<file path="config.mk">
export PLATFORM = sky130hd
export DESIGN_NAME = integer_to_ascii_formatter_flat
export DESIGN_NICKNAME = d
export VERILOG_FILES = /design/src/rtl/ita_pkg.sv /design/src/rtl/ita_in_if.sv /design/src/rtl/ita_out_if.sv /design/src/rtl/ita_convert.sv /design/src/rtl/ita_emit.sv /design/src/rtl/integer_to_ascii_formatter.sv /design/src/flat_wrapper.sv
export SDC_FILE = /design/constraint.sdc
export NUM_CORES = 1
export LEC_CHECK = 0
export BUFFER_PORTS_ARGS = -buffer_cell sky130_fd_sc_hd__buf_2
export CAP_MARGIN = 20
export CORE_AREA = 5 5 167 169
export CTS_BUF_LIST = sky130_fd_sc_hd__clkbuf_2
export CTS_CLUSTER_SIZE = 24
export DETAILED_ROUTE_END_ITERATION = 12
export DIE_AREA = 0 0 172 174
export HOLD_SLACK_MARGIN = 0.08
export MAX_ROUTING_LAYER = met4
export PLACE_DENSITY = 0.83
export SETUP_SLACK_MARGIN = 0.2
export SYNTH_ARGS = -nofsm -noshare
export SYNTH_HDL_FRONTEND = slang
export SYNTH_SLANG_ARGS = --single-unit
</file>
<file path="constraint.sdc">
create_clock -name clk -period 7.62 [get_ports clk]
set_input_delay 1.143 -clock clk [delete_from_list [all_inputs] [get_ports clk]]
set_output_delay 1.143 -clock clk [all_outputs]
set_load 0.1 [all_outputs]
</file>
<file path="src/rtl/ita_pkg.sv">
package ita_pkg;

    // Data word and text sizing
    localparam int WORD_BITS = 64;
    localparam int MAX_CHARS = 64;
    localparam int MAX_PREC  = MAX_CHARS - 3;

    // Octal needs the most digits of the three radixes
    localparam int NDIG   = (WORD_BITS + 2) / 3;
    localparam int ND_W   = $clog2(NDIG + 1);
    localparam int LZ_W   = $clog2(NDIG);
    localparam int BIT_W  = $clog2(WORD_BITS);
    localparam int CNT_W  = $clog2(MAX_CHARS + 1);
    localparam int PREC_W = 6;

    // Radix codes
    localparam logic [1:0] BASE_OCT = 2'd0;
    localparam logic [1:0] BASE_DEC = 2'd1;
    localparam logic [1:0] BASE_HEX = 2'd2;

    // Flag bit positions
    localparam int FL_ZERO  = 0;
    localparam int FL_SIGN  = 1;
    localparam int FL_PLUS  = 2;
    localparam int FL_SPACE = 3;
    localparam int FL_LEFT  = 4;
    localparam int FL_PREF  = 5;
    localparam int FL_LOWER = 6;

    // ASCII codes
    localparam logic [7:0] CH_SPACE = 8'h20;
    localparam logic [7:0] CH_PLUS  = 8'h2B;
    localparam logic [7:0] CH_MINUS = 8'h2D;
    localparam logic [7:0] CH_ZERO  = 8'h30;
    localparam logic [7:0] CH_UP_A  = 8'h41;
    localparam logic [7:0] CH_LO_A  = 8'h61;
    localparam logic [7:0] CH_UP_X  = 8'h58;
    localparam logic [7:0] CH_LO_X  = 8'h78;

    // Converter to emitter: format of the current item and the leading digit
    typedef struct packed {
        logic              start;
        logic [ND_W-1:0]   nd;
        logic [CNT_W-1:0]  width;
        logic [PREC_W-1:0] prec;
        logic              zero_pad;
        logic              left;
        logic              lower;
        logic              has_sign;
        logic [7:0]        sign_ch;
        logic [1:0]        pre_len;
        logic [3:0]        top_digit;
    } ita_fmt_t;

    // Emitter to converter
    typedef struct packed {
        logic pop;
        logic done;
    } ita_emit_stat_t;

    // One digit to its ASCII character
    function automatic logic [7:0] digit_char(input logic [3:0] d, input logic lower);
        logic [7:0] r;
        if (d < 4'd10)
        begin
            r = CH_ZERO + {4'd0, d};
        end
        else if (lower)
        begin
            r = CH_LO_A + {4'd0, d} - 8'd10;
        end
        else
        begin
            r = CH_UP_A + {4'd0, d} - 8'd10;
        end
        return r;
    endfunction

endpackage

</file>
<file path="src/rtl/ita_in_if.sv">
interface ita_in_if;
    logic        valid;
    logic        ready;
    logic [63:0] value;
    logic [1:0]  base_select;
    logic [6:0]  min_width;
    logic [5:0]  min_digits;
    logic [6:0]  format_flags;

    modport source (output valid, output value, output base_select, output min_width,
                    output min_digits, output format_flags, input ready);
    modport sink (input valid, input value, input base_select, input min_width,
                  input min_digits, input format_flags, output ready);
endinterface

</file>
<file path="src/rtl/ita_out_if.sv">
interface ita_out_if;
    logic       valid;
    logic       ready;
    logic [7:0] out_char;
    logic       last_char;

    modport source (output valid, output out_char, output last_char, input ready);
    modport sink (input valid, input out_char, input last_char, output ready);
endinterface

</file>
<file path="src/rtl/ita_convert.sv">
module ita_convert
(
    input  logic                      clk,
    input  logic                      rst_n,
    ita_in_if.sink                    din,
    input  ita_pkg::ita_emit_stat_t   stat,
    output ita_pkg::ita_fmt_t         fmt
);

    localparam logic [1:0] CV_IDLE = 2'd0;
    localparam logic [1:0] CV_CONV = 2'd1;
    localparam logic [1:0] CV_NORM = 2'd2;
    localparam logic [1:0] CV_WAIT = 2'd3;

    logic [1:0]                        state_reg, state_next;
    logic [ita_pkg::BIT_W-1:0]         bit_cnt_reg, bit_cnt_next;
    logic [ita_pkg::LZ_W-1:0]          lz_reg, lz_next;
    logic [ita_pkg::WORD_BITS-1:0]     mag_reg, mag_next;
    logic [3:0]                        dig_reg [ita_pkg::NDIG];
    logic [3:0]                        dig_next [ita_pkg::NDIG];
    logic [1:0]                        sel_reg;
    logic [ita_pkg::CNT_W-1:0]         width_reg;
    logic [ita_pkg::PREC_W-1:0]        prec_reg;
    logic                              zero_reg, left_reg, lower_reg, has_sign_reg;
    logic [7:0]                        sign_ch_reg;
    logic                              fmt_pref_reg;

    logic                              accept;
    logic [ita_pkg::WORD_BITS-1:0]     mag_in;
    logic                              neg;
    logic                              is_oct, is_dec, is_hex;
    logic [3:0]                        adj [ita_pkg::NDIG];
    logic [3:0]                        dig_step [ita_pkg::NDIG];
    logic [3:0]                        dig_up [ita_pkg::NDIG];
    logic                              norm_done;
    logic [1:0]                        pre_len;

    assign din.ready = (state_reg == CV_IDLE);
    assign accept    = din.valid && din.ready;

    // Sign and magnitude of the incoming word
    assign mag_in = din.value[ita_pkg::WORD_BITS-1:0];
    assign neg    = din.format_flags[ita_pkg::FL_SIGN] && mag_in[ita_pkg::WORD_BITS-1];

    assign is_oct = (sel_reg == ita_pkg::BASE_OCT);
    assign is_dec = (sel_reg == ita_pkg::BASE_DEC);
    assign is_hex = !is_oct && !is_dec;

    // One conversion step: shift-and-add-3 for decimal, plain shift otherwise
    always_comb
    begin
        for (int i = 0; i < ita_pkg::NDIG; i++)
        begin
            adj[i] = (is_dec && dig_reg[i] >= 4'd5) ? dig_reg[i] + 4'd3 : dig_reg[i];
        end
        dig_step[0] = is_oct ? {1'b0, adj[0][1:0], mag_reg[ita_pkg::WORD_BITS-1]}
                             : {adj[0][2:0], mag_reg[ita_pkg::WORD_BITS-1]};
        for (int i = 1; i < ita_pkg::NDIG; i++)
        begin
            dig_step[i] = is_oct ? {1'b0, adj[i][1:0], adj[i-1][2]}
                                 : {adj[i][2:0], adj[i-1][3]};
        end
    end

    // Move all digits one place toward the top
    always_comb
    begin
        dig_up[0] = 4'd0;
        for (int i = 1; i < ita_pkg::NDIG; i++)
        begin
            dig_up[i] = dig_reg[i-1];
        end
    end

    assign norm_done = (dig_reg[ita_pkg::NDIG-1] != 4'd0)
                    || (lz_reg == ita_pkg::LZ_W'(ita_pkg::NDIG - 1));

    // Sequencer
    always_comb
    begin
        state_next   = state_reg;
        bit_cnt_next = bit_cnt_reg;
        lz_next      = lz_reg;
        mag_next     = mag_reg;
        dig_next     = dig_reg;
        case (state_reg)
            CV_IDLE:
            begin
                if (accept)
                begin
                    mag_next     = neg ? (~mag_in + ita_pkg::WORD_BITS'(1)) : mag_in;
                    bit_cnt_next = ita_pkg::BIT_W'(ita_pkg::WORD_BITS - 1);
                    lz_next      = '0;
                    for (int i = 0; i < ita_pkg::NDIG; i++)
                    begin
                        dig_next[i] = 4'd0;
                    end
                    state_next   = CV_CONV;
                end
            end
            CV_CONV:
            begin
                dig_next     = dig_step;
                mag_next     = {mag_reg[ita_pkg::WORD_BITS-2:0], 1'b0};
                bit_cnt_next = bit_cnt_reg - ita_pkg::BIT_W'(1);
                if (bit_cnt_reg == '0)
                begin
                    state_next = CV_NORM;
                end
            end
            CV_NORM:
            begin
                if (norm_done)
                begin
                    state_next = CV_WAIT;
                end
                else
                begin
                    dig_next = dig_up;
                    lz_next  = lz_reg + ita_pkg::LZ_W'(1);
                end
            end
            CV_WAIT:
            begin
                if (stat.pop)
                begin
                    dig_next = dig_up;
                end
                if (stat.done)
                begin
                    state_next = CV_IDLE;
                end
            end
            default:
            begin
                state_next = CV_IDLE;
            end
        endcase
    end

    always_ff @(posedge clk or negedge rst_n)
    begin
        if (!rst_n)
        begin
            state_reg <= CV_IDLE;
        end
        else
        begin
            state_reg <= state_next;
        end
    end

    // Datapath and item format, no reset
    always_ff @(posedge clk)
    begin
        bit_cnt_reg <= bit_cnt_next;
        lz_reg      <= lz_next;
        mag_reg     <= mag_next;
        dig_reg     <= dig_next;
        if (accept)
        begin
            sel_reg      <= din.base_select;
            width_reg    <= (din.min_width > 7'(ita_pkg::MAX_CHARS))
                            ? ita_pkg::CNT_W'(ita_pkg::MAX_CHARS)
                            : ita_pkg::CNT_W'(din.min_width);
            prec_reg     <= (din.min_digits > 6'(ita_pkg::MAX_PREC))
                            ? ita_pkg::PREC_W'(ita_pkg::MAX_PREC) : din.min_digits;
            left_reg     <= din.format_flags[ita_pkg::FL_LEFT];
            zero_reg     <= din.format_flags[ita_pkg::FL_ZERO]
                            && !din.format_flags[ita_pkg::FL_LEFT];
            lower_reg    <= din.format_flags[ita_pkg::FL_LOWER];
            has_sign_reg <= neg || din.format_flags[ita_pkg::FL_PLUS]
                            || din.format_flags[ita_pkg::FL_SPACE];
            sign_ch_reg  <= neg ? ita_pkg::CH_MINUS
                            : (din.format_flags[ita_pkg::FL_PLUS] ? ita_pkg::CH_PLUS
                                                                  : ita_pkg::CH_SPACE);
            fmt_pref_reg <= din.format_flags[ita_pkg::FL_PREF];
        end
    end

    // Prefix length follows the latched radix
    always_comb
    begin
        pre_len = 2'd0;
        if (fmt_pref_reg)
        begin
            pre_len = is_hex ? 2'd2 : (is_oct ? 2'd1 : 2'd0);
        end
    end

    // Hand the item to the emitter
    assign fmt.start     = (state_reg == CV_NORM) && norm_done;
    assign fmt.nd        = ita_pkg::ND_W'(ita_pkg::NDIG) - ita_pkg::ND_W'(lz_reg);
    assign fmt.width     = width_reg;
    assign fmt.prec      = prec_reg;
    assign fmt.zero_pad  = zero_reg;
    assign fmt.left      = left_reg;
    assign fmt.lower     = lower_reg;
    assign fmt.has_sign  = has_sign_reg;
    assign fmt.sign_ch   = sign_ch_reg;
    assign fmt.pre_len   = pre_len;
    assign fmt.top_digit = dig_reg[ita_pkg::NDIG-1];

endmodule

</file>
<file path="src/rtl/ita_emit.sv">
module ita_emit
(
    input  logic                      clk,
    input  logic                      rst_n,
    input  ita_pkg::ita_fmt_t         fmt,
    output ita_pkg::ita_emit_stat_t   stat,
    ita_out_if.source                 dout
);

    localparam int PH_W = 3;
    localparam int NPH  = 8;

    localparam logic [PH_W-1:0] PH_LEAD  = 3'd0;
    localparam logic [PH_W-1:0] PH_SIGN  = 3'd1;
    localparam logic [PH_W-1:0] PH_PRE0  = 3'd2;
    localparam logic [PH_W-1:0] PH_PREX  = 3'd3;
    localparam logic [PH_W-1:0] PH_ZPAD  = 3'd4;
    localparam logic [PH_W-1:0] PH_PREC  = 3'd5;
    localparam logic [PH_W-1:0] PH_DIG   = 3'd6;
    localparam logic [PH_W-1:0] PH_TRAIL = 3'd7;

    localparam int CW = ita_pkg::CNT_W;

    logic                      busy_reg, busy_next;
    logic [PH_W-1:0]           phase_reg, phase_next;
    logic [CW-1:0]             rem_reg, rem_next;
    logic [NPH-1:0][CW-1:0]    lens_reg, lens_next;
    logic                      lower_reg;
    logic [7:0]                sign_ch_reg;
    logic                      ov_reg, ov_next;
    logic [7:0]                oc_reg;
    logic                      ol_reg;

    logic [CW-1:0]             nd_w, prec_w, prec_eff, pad;
    logic [CW:0]               body;
    logic [NPH-1:0][CW-1:0]    lens_init;
    logic [PH_W:0]             first_ph, after_ph;
    logic                      fire, last;
    logic [7:0]                ch;

    // Lowest phase at or after from that still has characters; NPH when none
    function automatic logic [PH_W:0] pick_phase(input logic [NPH-1:0][CW-1:0] lens,
                                                 input logic [PH_W:0] from);
        logic [PH_W:0] r;
        r = (PH_W+1)'(NPH);
        for (int p = NPH - 1; p >= 0; p--)
        begin
            if (((PH_W+1)'(p) >= from) && (lens[p] != '0))
            begin
                r = (PH_W+1)'(p);
            end
        end
        return r;
    endfunction

    // Segment lengths of the text
    always_comb
    begin
        nd_w     = CW'(fmt.nd);
        prec_w   = CW'(fmt.prec);
        prec_eff = (nd_w > prec_w) ? nd_w : prec_w;
        body     = {1'b0, prec_eff} + (CW+1)'(fmt.pre_len) + (CW+1)'(fmt.has_sign);
        pad      = ({1'b0, fmt.width} > body) ? CW'({1'b0, fmt.width} - body) : '0;
        lens_init[PH_LEAD]  = (!fmt.zero_pad && !fmt.left) ? pad : '0;
        lens_init[PH_SIGN]  = CW'(fmt.has_sign);
        lens_init[PH_PRE0]  = CW'(fmt.pre_len != 2'd0);
        lens_init[PH_PREX]  = CW'(fmt.pre_len == 2'd2);
        lens_init[PH_ZPAD]  = fmt.zero_pad ? pad : '0;
        lens_init[PH_PREC]  = prec_eff - nd_w;
        lens_init[PH_DIG]   = nd_w;
        lens_init[PH_TRAIL] = fmt.left ? pad : '0;
    end

    assign first_ph = pick_phase(lens_init, '0);
    assign after_ph = pick_phase(lens_reg, {1'b0, phase_reg} + (PH_W+1)'(1));

    assign fire = busy_reg && (!ov_reg || dout.ready);
    assign last = (rem_reg == CW'(1)) && after_ph[PH_W];

    // Character of the current phase
    always_comb
    begin
        case (phase_reg)
            PH_LEAD:  ch = ita_pkg::CH_SPACE;
            PH_SIGN:  ch = sign_ch_reg;
            PH_PRE0:  ch = ita_pkg::CH_ZERO;
            PH_PREX:  ch = lower_reg ? ita_pkg::CH_LO_X : ita_pkg::CH_UP_X;
            PH_ZPAD:  ch = ita_pkg::CH_ZERO;
            PH_PREC:  ch = ita_pkg::CH_ZERO;
            PH_DIG:   ch = ita_pkg::digit_char(fmt.top_digit, lower_reg);
            PH_TRAIL: ch = ita_pkg::CH_SPACE;
            default:  ch = ita_pkg::CH_SPACE;
        endcase
    end

    // Phase sequencer
    always_comb
    begin
        busy_next  = busy_reg;
        phase_next = phase_reg;
        rem_next   = rem_reg;
        lens_next  = lens_reg;
        ov_next    = ov_reg && !dout.ready;
        if (fmt.start)
        begin
            busy_next  = 1'b1;
            lens_next  = lens_init;
            phase_next = first_ph[PH_W-1:0];
            rem_next   = lens_init[first_ph[PH_W-1:0]];
        end
        else if (fire)
        begin
            ov_next = 1'b1;
            if (rem_reg == CW'(1))
            begin
                if (after_ph[PH_W])
                begin
                    busy_next = 1'b0;
                end
                else
                begin
                    phase_next = after_ph[PH_W-1:0];
                    rem_next   = lens_reg[after_ph[PH_W-1:0]];
                end
            end
            else
            begin
                rem_next = rem_reg - CW'(1);
            end
        end
    end

    always_ff @(posedge clk or negedge rst_n)
    begin
        if (!rst_n)
        begin
            busy_reg <= 1'b0;
            ov_reg   <= 1'b0;
        end
        else
        begin
            busy_reg <= busy_next;
            ov_reg   <= ov_next;
        end
    end

    always_ff @(posedge clk)
    begin
        phase_reg <= phase_next;
        rem_reg   <= rem_next;
        lens_reg  <= lens_next;
        if (fmt.start)
        begin
            lower_reg   <= fmt.lower;
            sign_ch_reg <= fmt.sign_ch;
        end
        if (fire)
        begin
            oc_reg <= ch;
            ol_reg <= last;
        end
    end

    assign stat.pop  = fire && (phase_reg == PH_DIG);
    assign stat.done = fire && last;

    assign dout.valid     = ov_reg;
    assign dout.out_char  = oc_reg;
    assign dout.last_char = ol_reg;

endmodule

</file>
<file path="src/rtl/integer_to_ascii_formatter.sv">
// Printf-style integer formatter. One number is taken on din when the block is
// idle; its text leaves on dout one character per item, the last one marked by
// last_char. An item goes through bit-serial radix conversion (one magnitude
// bit shifted into the digit register per cycle, shift-and-add-3 for decimal),
// then a shift that drops leading zero digits (at most NDIG-1 of them), then
// the sizing of the fields, then its characters, one per cycle out of the output
// register when dout is not stalled. The next number is accepted once the last
// character of the current one is in the output register.
module integer_to_ascii_formatter
(
    input  logic      clk,
    input  logic      rst_n,
    ita_in_if.sink    din,
    ita_out_if.source dout
);

    ita_pkg::ita_fmt_t       fmt;
    ita_pkg::ita_emit_stat_t stat;

    // Radix conversion and digit store
    ita_convert u_convert
    (
        .clk   (clk),
        .rst_n (rst_n),
        .din   (din),
        .stat  (stat),
        .fmt   (fmt)
    );

    // Padding, sign, prefix and character output
    ita_emit u_emit
    (
        .clk   (clk),
        .rst_n (rst_n),
        .fmt   (fmt),
        .stat  (stat),
        .dout  (dout)
    );

endmodule

</file>
<file path="src/flat_wrapper.sv">
// flat-port wrapper written by rule: the top's interface ports become plain ports
module integer_to_ascii_formatter_flat 
  (clk, rst_n, din_valid, din_value, din_base_select, din_min_width, din_min_digits, din_format_flags, din_ready, dout_valid, dout_out_char, dout_last_char, dout_ready);
  ita_in_if din_i ();
  ita_out_if dout_i ();
  input  logic clk;
  input  logic rst_n;
  input wire logic [$bits(din_i.valid)-1:0] din_valid;
  input wire logic [$bits(din_i.value)-1:0] din_value;
  input wire logic [$bits(din_i.base_select)-1:0] din_base_select;
  input wire logic [$bits(din_i.min_width)-1:0] din_min_width;
  input wire logic [$bits(din_i.min_digits)-1:0] din_min_digits;
  input wire logic [$bits(din_i.format_flags)-1:0] din_format_flags;
  output wire logic [$bits(din_i.ready)-1:0] din_ready;
  output wire logic [$bits(dout_i.valid)-1:0] dout_valid;
  output wire logic [$bits(dout_i.out_char)-1:0] dout_out_char;
  output wire logic [$bits(dout_i.last_char)-1:0] dout_last_char;
  input wire logic [$bits(dout_i.ready)-1:0] dout_ready;
  assign din_i.valid = din_valid;
  assign din_i.value = din_value;
  assign din_i.base_select = din_base_select;
  assign din_i.min_width = din_min_width;
  assign din_i.min_digits = din_min_digits;
  assign din_i.format_flags = din_format_flags;
  assign din_ready = din_i.ready;
  assign dout_valid = dout_i.valid;
  assign dout_out_char = dout_i.out_char;
  assign dout_last_char = dout_i.last_char;
  assign dout_i.ready = dout_ready;
  integer_to_ascii_formatter u_core (.clk(clk), .rst_n(rst_n), .din(din_i), .dout(dout_i));
endmodule
</file>
==> results of run 1 <==
worst max-delay path by stage:
stage	start	end	slack, ps	cells past startpoint
detailed placement	u_core.u_convert.lz_reg[0]	u_core.u_emit.rem_reg[0]	920	24
global placement	u_core.u_convert.lz_reg[0]	u_core.u_emit.rem_reg[0]	1070	24
floorplan	u_core.u_convert.state_reg[0]	u_core.u_convert.bit_cnt_reg[0]	500	4
global route	u_core.u_convert.lz_reg[0]	u_core.u_emit.rem_reg[0]	390	24
CTS	u_core.u_convert.lz_reg[0]	u_core.u_emit.rem_reg[0]	920	24
finish	u_core.u_convert.lz_reg[0]	u_core.u_emit.rem_reg[0]	830	24
critical path: stages (launching register included):
cell and delay (ps):
edfxtp_1 560, ha_1 280, a21oi_1 160, xor2_1 500
ha_1 350, nand4_1 140, o22ai_1 100, o21ai_1 350
a21oi_1 210, fa_1 390, inv_1 90, a21oi_1 70
nor2_1 140, and3_1 190, xnor2_1 140, ha_1 370
nor3b_1 190, a311o_1 360, a311oi_4 350, o2111a_2 360
o21a_1 150, and2_2 210, o21ai_0 170, and3_1 230
or4_1 500
routing by layer:
layer / vias up / global-route usage (%) / routed length [um]
li1: 6529 / - / -
met1: 6504 / 36.7 / 17000
met2: 659 / 41.3 / 18400
met5: - / - / 0
met4: 0 / 8.16 / 652
met3: 58 / 4.37 / 3460
power by group:
group | internal [mW] | switching (mW)
clock network | 0.325 | 0.540
logic | 1.56 | 3.08
registers | 2.60 | 0.556
through the flow:
step | utilization (%) | instances | hold slack, ps | power, mW | area (um^2)
6_report | 66.9 | 2196 | 180 | 8.67 | 17700
2_1_floorplan | - | 1717 | 400 | 6.59 | 16400
3_3_place_gp | 64.8 | 2085 | 404 | 7.56 | 17100
5_1_grt | 66.9 | 2196 | 114 | 9.35 | 17700
3_5_place_dp | 64.8 | 2086 | 413 | 7.71 | 17100
4_1_cts | 66.8 | 2194 | 117 | 8.62 | 17700
cell usage in the layout (no fill, tap or decap), drive strengths merged, types with 11 or more instances in the layout:
cell,Yosys,final
xnor2,73,73
ha,82,82
o21a,26,26
a21boi,21,21
o211ai,30,30
nor3,31,31
nand2b,35,35
xor2,34,34
nor4,15,15
nor2,128,128
buf,10,113
or4,33,33
inv,101,100
nand3,17,17
nor2b,17,17
o31ai,12,12
nand2,198,198
o2111ai,23,23
edfxtp,244,244
clkbuf,74,94
a31oi,11,11
o21ai,172,172
o221ai,22,22
a21oi,160,160
clkinv,0,15
layout make-up:
| type | instances | area (um^2) | area share [%] |
|---|---|---|---|
| well taps | 341 | 427 | 2.41 |
| clock inverters | 14 | 55.1 | 0.311 |
| repair buffers | 113 | 618 | 3.50 |
| clock buffers | 94 | 470 | 2.66 |
| multi-input cells | 1284 | 8300 | 47.0 |
| inverters | 101 | 379 | 2.14 |
| diodes | 1 | 2.50 | 0.0142 |
| flip-flops and latches | 248 | 7430 | 42.0 |
logic make-up (layout without fill, tap and decap cells):
family	after synthesis	count (layout)
AO/OA/AOI/OAI	543	543
XOR/XNOR	107	107
adder cells (fa/ha/maj)	86	86
buffers and inverters	185	322
flip-flops	248	248
multiplexers	15	15
other	1	2
AND/OR/NAND/NOR	532	532
==> results.yml, run 1 <==
sta:
  clock_skew_ps: 49.7
  min_period_ps: 6790
  finalSetupTns_ps: 0
  slew_headroom_pct: 28.7
  max_freq_mhz: 147
  finalMaxSlewViolations: 0
  setup_viol: 0
  fin_ws_ps: 829
  period_share_pct: 89.1
  rsz0062_at_grt: "false"
  hold_violations: 0
  tightest_slew_ps: 1070
yosys:
  synthMuxAreaShare_pct: 0.984
  yosysMostFrequentCell: "edfxtp_1"
  postSynthNetCount: 1893
  yosysWarnings: 0
  synth_compound_area_share_pct: 20.9
  synthCells: 1717
  synth_top_area_share_pct: 44.7
  synthAdderAreaFrac_pct: 6.75
  synth.top_cells.by_area: "edfxtp_1 (45%), ha_1 (6.3%), o21ai_0 (4.9%), a21oi_1 (4.9%), nand2_1 (4.5%)"
  synth_area_um2: 16400
  ys_async_sr_fraction_pct: 1.61
  synthFlopType: "edfxtp_1"
  ys_seq_elements: 248
  synth_edf_count: 244
  synth_top_family_by_area: "compound AO/OA/AOI/OAI gates"
  synthSimpleGateAreaFrac_pct: 16.0
  yosysSeqAreaShare_pct: 45.3
  synth_commonest_cells: "edfxtp_1 (244), nand2_1 (198), o21ai_0 (161)"
  synth_xor_area_share_pct: 5.71
  synth_top_area_cell: "edfxtp_1"
  synth.avg_cell_area_um2: 9.55
  synth_cell_type_count: 97
finish:
  nets: 1991
  filler_cell_count: 2154
  syn_to_final_growth_pct: 7.84
  largest_reg_flops: 84
  layout-drive-gt1-share_pct: 13.5
worst_setup_path:
  path_max_fanout: 9
  crit_type: "register to register"
  rrSetupSlack_ps: 830
  cp_data_arrival_time_ps: 7320
  required_ps: 8150
  r2r_start: "u_core.u_convert.lz_reg[0]"
  r2r_cells: 24
  r2r-end: "u_core.u_emit.rem_reg[0]"
  end_kind: "register"
  critPathLaunchType: "register"
global_route:
  grt_pass1_wl_mm: 64.7
  grt_pass1_vias: 13406
  grt.total_usage_pct: 26.8
  overflow: 0
  grt_max_degree: 136
  antenna_found_initial: 1
cts:
  cts_buffers: 67
  cts-root-buf: "clkbuf_2"
  clk_path_buf_depth: 3
  clkTransAtPathRegs_ps: 100
  cts_tree: "yes"
  cts_setup_buffers: 0
  cts_hold_buf: 0
  h-tree-depth: 3
  clk_latency_ps: 790
  ctsResizeCount: 0
  clock-sinks: 248
detailed_routing:
  wl_per_cell_um: 18.0
  num_vias: 13750
  drtAntennaViolNets: 0
  drc: 0
  routed_wl_mm: 39.5
  drtIter0Drc: 1565
  first_pass_iters: 6
  via_per_inst: 6.26
placed_design:
  numPortBuffers: 99
  hpwl_mm: 26.5
  routabilityCongestion: 0.931
  place_worst_setup_slack_ps: 921
power:
  ir_drop_uv: 557
  p_leak_nw: 6.53
  p_per_area_nw_per_um2: 490
floorplan:
  core_um2: 26400
  die_h_um: 174
  pin_count: 101
  rows: 60
  die_width_um: 172
  initial_core_util_pct: 62.1
  dieArea_um2: 29900
job:
  maxCapViolations: 0
worst_hold_path:
  hp-class: "primary input to async pin"
status:
  outcome: "finished clean"
(Power assumes the default switching activity.)
==> inputs of run 2 (changes only) <==
--- a/config.mk
+++ b/config.mk
@@ -14,8 +14,9 @@
 export DIE_AREA = 0 0 172 174
 export HOLD_SLACK_MARGIN = 0.08
 export MAX_ROUTING_LAYER = met4
-export PLACE_DENSITY = 0.83
+export PLACE_DENSITY = 0.82
 export SETUP_SLACK_MARGIN = 0.2
+export SKIP_LAST_GASP = 1
 export SYNTH_ARGS = -nofsm -noshare
 export SYNTH_HDL_FRONTEND = slang
 export SYNTH_SLANG_ARGS = --single-unit
==> run 2 against run 1 <==
  * Setup slack gained 130 ps
  * Register-to-register slack gained 130 ps
  * Highest routed layer unchanged
  * Critical endpoint unchanged
  * Critical path type unchanged
  * Hold slack lost 22 ps
  * Critical path depth is the same
  * Sequential share of layout area shrank 0.053 points
  * Fmax grew 2.0%
==> results.yml, run 2 (same netlist as run 1, synthesis figures left out) <==
cts:
  ctsResizeCount: 0
  h-tree-depth: 3
  cts-root-buf: "clkbuf_2"
  cts_hold_buf: 0
  cts_buffers: 67
  clk_path_buf_depth: 3
  cts_setup_buffers: 0
  clk_latency_ps: 830
  cts_tree: "yes"
  clock-sinks: 248
  clkTransAtPathRegs_ps: 110
global_route:
  overflow: 0
  grt_pass1_wl_mm: 62.7
  antenna_found_initial: 2
  grt_max_degree: 109
  grt.total_usage_pct: 26.0
  grt_pass1_vias: 13157
worst_setup_path:
  critPathLaunchType: "register"
  end_kind: "register"
  path_max_fanout: 9
  required_ps: 8170
  cp_data_arrival_time_ps: 7200
  crit_type: "register to register"
detailed_routing:
  first_pass_iters: 5
  drtAntennaViolNets: 0
  wl_per_cell_um: 17.6
  num_vias: 13573
  drc: 0
  via_per_inst: 6.16
  drtIter0Drc: 1416
  routed_wl_mm: 38.6
floorplan:
  dieArea_um2: 29900
  rows: 60
  die_width_um: 172
  core_um2: 26400
  die_h_um: 174
  pin_count: 101
  initial_core_util_pct: 62.1
sta:
  rsz0062_at_grt: "false"
  slew_headroom_pct: 27.3
  hold_violations: 0
  max_freq_mhz: 150
  finalMaxSlewViolations: 0
  period_share_pct: 87.4
  min_period_ps: 6660
  tightest_slew_ps: 1090
  finalSetupTns_ps: 0
  whs_ps: 158
  setup_viol: 0
  clock_skew_ps: 77.6
placed_design:
  hpwl_mm: 26.1
  dp.cells: 2084
  numPortBuffers: 99
  routabilityCongestion: 0.891
finish:
  final_util_pct: 67.0
  layout-drive-gt1-share_pct: 13.6
  filler_cell_count: 2141
  syn_to_final_growth_pct: 7.97
  multi_input_area_um2: 8300
  fin_cells: 2202
  largest_reg_flops: 84
  ff_latch_area_um2: 7430
  layout_commonest_cell: "edfxtp_1"
  nets: 1990
  layout_common_cells: "edfxtp_1 (244), nand2_1 (198), o21ai_0 (160)"
power:
  p_comb_share_pct: 53.5
  p_seq_share_pct: 36.3
  p_leak_nw: 6.55
  p_per_area_nw_per_um2: 490
  p_switching_mw: 4.17
  clock_power_share_pct: 10.2
  p_int_mw: 4.51
  sw_frac_of_total_pct: 48.1
  power_mw: 8.68
  ir_drop_uv: 513
worst_hold_path:
  hp-class: "primary input to async pin"
job:
  maxCapViolations: 0
status:
  outcome: "finished clean"
==> run 2: power groups by stage <==
stage	clock network (mW)	logic, mW	registers, mW
after floorplan	0	3.37	3.22
after global placement	0	4.42	3.15
after detailed placement	0	4.54	3.17
after CTS	0.908	4.56	3.15
after global routing	0.980	5.13	3.23
final	0.885	4.64	3.15
==> run 2: area by class of cell <==
| type | instances | share of cell area [%] |
|---|---|---|
| clock inverter | 16 | 0.353 |
| inverter | 101 | 2.14 |
| antenna | 3 | 0.0424 |
| tap | 341 | 2.41 |
| sequential | 248 | 41.9 |
| multi-input combinational | 1284 | 46.9 |
| timing repair buffer | 112 | 3.46 |
| clock buffer | 97 | 2.74 |
==> run 2: worst paths after layout <==
kind / start / to / slack (ps) / cells past startpoint
min in group clk: u_core.u_convert.lower_reg / u_core.u_emit.lower_reg / 430 / 0
worst max register to register: u_core.u_convert.lz_reg[0] / u_core.u_emit.rem_reg[0] / 960 / 24
worst max-delay path: u_core.u_convert.lz_reg[0] / u_core.u_emit.rem_reg[0] / 960 / 24
worst min-delay path: rst_n / u_core.u_emit.dout.valid / 160 / 1
worst min register to register: u_core.u_convert.lower_reg / u_core.u_emit.lower_reg / 430 / 0
max in group asynchronous: rst_n / u_core.u_emit.busy_reg / 7300 / 1
==> run 2: per-layer routing <==
layer  global-route usage, %  wire length [um]
met4                    8.52               765
met3                    4.09              2670
met2                    40.3             18000
met1                    35.4             17200
met5                       -                 0
==> run 2: metrics by stage <==
| step | setup slack [ps] | instance area, um^2 |
|---|---|---|
| finish | 964 | 17700 |
| global route | 507 | 17700 |
| CTS | 1020 | 17700 |
| detailed placement | 1000 | 17100 |
| global placement | 1120 | 17100 |
| floorplan | 497 | 16400 |
==> run 2: critical path, stage by stage, from the launching register on <==
cell	delay, ps
edfxtp_1	550
ha_1	280
a21oi_1	160
xor2_1	460
ha_1	340
a21oi_1	130
o22ai_1	80
o21ai_1	330
a21oi_1	210
fa_1	390
inv_1	90
a21oi_1	70
nor2_1	140
and3_1	190
xnor2_1	140
ha_1	370
nor3b_1	190
a311o_1	360
a311oi_4	360
o2111a_2	370
o21a_1	150
and2_2	200
o21ai_0	160
and3_1	230
or4_1	500
==> inputs of run 3 (changes only) <==
--- a/config.mk
+++ b/config.mk
@@ -7,14 +7,14 @@
 export LEC_CHECK = 0
 export BUFFER_PORTS_ARGS = -buffer_cell sky130_fd_sc_hd__buf_2
 export CAP_MARGIN = 20
-export CORE_AREA = 5 5 167 169
+export CORE_AREA = 5 5 175 177
 export CTS_BUF_LIST = sky130_fd_sc_hd__clkbuf_2
 export CTS_CLUSTER_SIZE = 24
 export DETAILED_ROUTE_END_ITERATION = 12
-export DIE_AREA = 0 0 172 174
+export DIE_AREA = 0 0 180 182
 export HOLD_SLACK_MARGIN = 0.08
 export MAX_ROUTING_LAYER = met4
-export PLACE_DENSITY = 0.82
+export PLACE_DENSITY = 0.79
 export SETUP_SLACK_MARGIN = 0.2
 export SKIP_LAST_GASP = 1
 export SYNTH_ARGS = -nofsm -noshare
==> constraint.sdc (replaced) <==
create_clock -name clk -period 6.1 [get_ports clk]
set_input_delay 0.915 -clock clk [delete_from_list [all_inputs] [get_ports clk]]
set_output_delay 0.915 -clock clk [all_outputs]
set_load 0.1 [all_outputs]
==> run 3 against run 2 <==
  * Sequential cell count stayed put
  * Register-to-register slack got worse by 670 ps
  * Clock power rose by 44%
  * Critical path type unchanged
  * Highest routed layer unchanged
==> results.yml, run 3 (same netlist as run 1, synthesis figures left out) <==
worst_hold_path:
  whs_path_depth: 1
  hp-start: "din_base_select[0]"
  worstHoldEndpoint: "u_core.u_convert.sel_reg[0]"
  hp-class: "primary input to register"
global_route:
  grt_max_degree: 98
  antenna_found_initial: 2
  overflow: 0
  grt.total_usage_pct: 24.3
  grt_pass1_wl_mm: 65.0
  grt_pass1_vias: 13179
detailed_routing:
  m1WireLength_mm: 17.7
  num_vias: 13849
  wl_per_cell_um: 17.5
  via_per_inst: 6.04
  routed_wl_mm: 40.0
  drc: 0
  drtAntennaViolNets: 0
  wl_met2_mm: 18.2
  routed.top_layer: "met4"
  first_pass_iters: 5
  wl_met3_mm: 3.32
  drtIter0Drc: 1211
cts:
  clk_latency_ps: 900
  cts_buffers: 68
  clock-sinks: 248
  cts-root-buf: "clkbuf_2"
  clk_path_buf_depth: 3
  cts_tree: "yes"
  clkTransAtPathRegs_ps: 110
  h-tree-depth: 3
placed_design:
  numPortBuffers: 99
  hpwl_mm: 26.6
  routabilityCongestion: 0.962
  dp.cells: 2148
  dpl-instance-area_um2: 17300
worst_setup_path:
  end_kind: "register"
  r2r_start: "u_core.u_convert.lz_reg[1]"
  r2r_cells: 26
  path_max_fanout: 7
  r2r-end: "u_core.u_emit.rem_reg[0]"
  required_ps: 6690
  critPathLaunchType: "register"
  crit_type: "register to register"
  cp_data_arrival_time_ps: 6400
  rrSetupSlack_ps: 290
power:
  ir_drop_uv: 380
  p_per_area_nw_per_um2: 631
  p_leak_nw: 6.79
  power_mw: 11.6
finish:
  syn_to_final_growth_pct: 11.8
  layout_common_cells: "edfxtp_1 (244), nand2_1 (198), o21ai_0 (159)"
  layout_commonest_cell: "edfxtp_1"
  fin_cells: 2291
  largest_reg_flops: 84
  layout-drive-gt1-share_pct: 16.5
  design_area_um2: 18300
  nets: 2024
  filler_cell_count: 2417
sta:
  hold_violations: 0
  max_freq_mhz: 172
  setup_viol: 0
  rsz0062_at_grt: "false"
  min_period_ps: 5810
  clock_skew_ps: 87.7
  period_share_pct: 95.2
  slew_headroom_pct: 30.9
  tightest_slew_ps: 1030
  finalMaxSlewViolations: 0
floorplan:
  pin_count: 101
  core_um2: 29100
  initial_core_util_pct: 56.4
  die_width_um: 180
  rows: 63
  die_h_um: 182
  dieArea_um2: 32800
status:
  outcome: "finished clean"
job:
  maxCapViolations: 0
==> run 3: cell count changes in the layout (fill, tap and decap cells not counted), sizes merged <==
| cell | delta |
|---|---|
| buf | +32 |
| dlygate4sd3 | +1 |
| bufinv | +3 |
| diode | -1 |
| clkbuf | -3 |
| inv | +1 |
| clkinv | +7 |
==> run 3: layer usage <==
layer / GRT usage, % / vias to the layer above
met5: - / -
met4: 7.71 / 0
met3: 4.75 / 83
met2: 36.7 / 563
met1: 33.6 / 6576
li1: - / 6627
==> run 3: cell type report <==
type                            instances  area (um^2)  share of cell area [%]
Clock inverter                         27          186                    1.02
Tap cell                              390          488                    2.66
Clock buffer                           94          470                    2.57
Multi-Input combinational cell       1284         8490                    46.3
Timing Repair Buffer                  145          888                    4.85
Antenna cell                            2         5.00                  0.0273
Sequential cell                       248         7430                    40.5
Inverter                              101          379                    2.07
==> run 3: through the flow <==
step | util, % | TNS, ps | worst slack [ps] | hold WS, ps
finish | 63.0 | 0 | 291 | 207
global route | 63.0 | 0 | 78.9 | 143
CTS | 62.0 | 0 | 205 | 159
detailed placement | 59.5 | -3.10 | -3.10 | 406
global placement | 59.5 | 0 | 161 | 402
floorplan | - | 0 | 259 | 400
==> run 3: critical path, stage by stage, from the launching register on <==
cell	delay, ps
edfxtp_1	420
ha_2	240
a21oi_2	140
xor2_1	100
ha_1	330
nand4_1	200
o22ai_2	230
o21ai_4	120
nor2_2	110
a21oi_2	50
fa_1	380
inv_2	80
a21oi_1	60
nor2_1	160
and3_4	240
xnor2_4	130
ha_4	250
nor3b_1	140
a311o_1	350
a311oi_4	300
buf_4	180
o2111ai_4	170
mux2i_2	250
nor4_2	70
and3_4	200
and3_1	170
or4_1	500
==> run 3: worst max path at each step <==
stage,slack (ps),startpoint,end
final,290,u_core.u_convert.lz_reg[1],u_core.u_emit.rem_reg[0]
after global routing,80,u_core.u_convert.lz_reg[1],u_core.u_emit.rem_reg[0]
after CTS,200,u_core.u_convert.lz_reg[1],u_core.u_emit.rem_reg[0]
after detailed placement,-3,u_core.u_convert.lz_reg[0],u_core.u_emit.rem_reg[0]
after global placement,160,u_core.u_convert.lz_reg[0],u_core.u_emit.rem_reg[0]
after floorplan,260,u_core.u_convert.lz_reg[0],u_core.u_emit.rem_reg[0]
==> run 3: report_power, final <==
part	switching (mW)	internal [mW]	total [mW]
clock network	0.724	0.547	1.27
registers	0.693	3.24	3.93
logic	4.04	2.31	6.36
total	5.46	6.10	11.6
==> run 3: what timing repair did <==
action / in CTS / in global routing
endpoints found under the setup margin: 6 / 7
hold buffers: 1 / 0
endpoints found under the hold margin: 4 / 0
setup buffers: 5 / 11
pin swaps: 2 / 10
gates resized for setup: 7 / 30
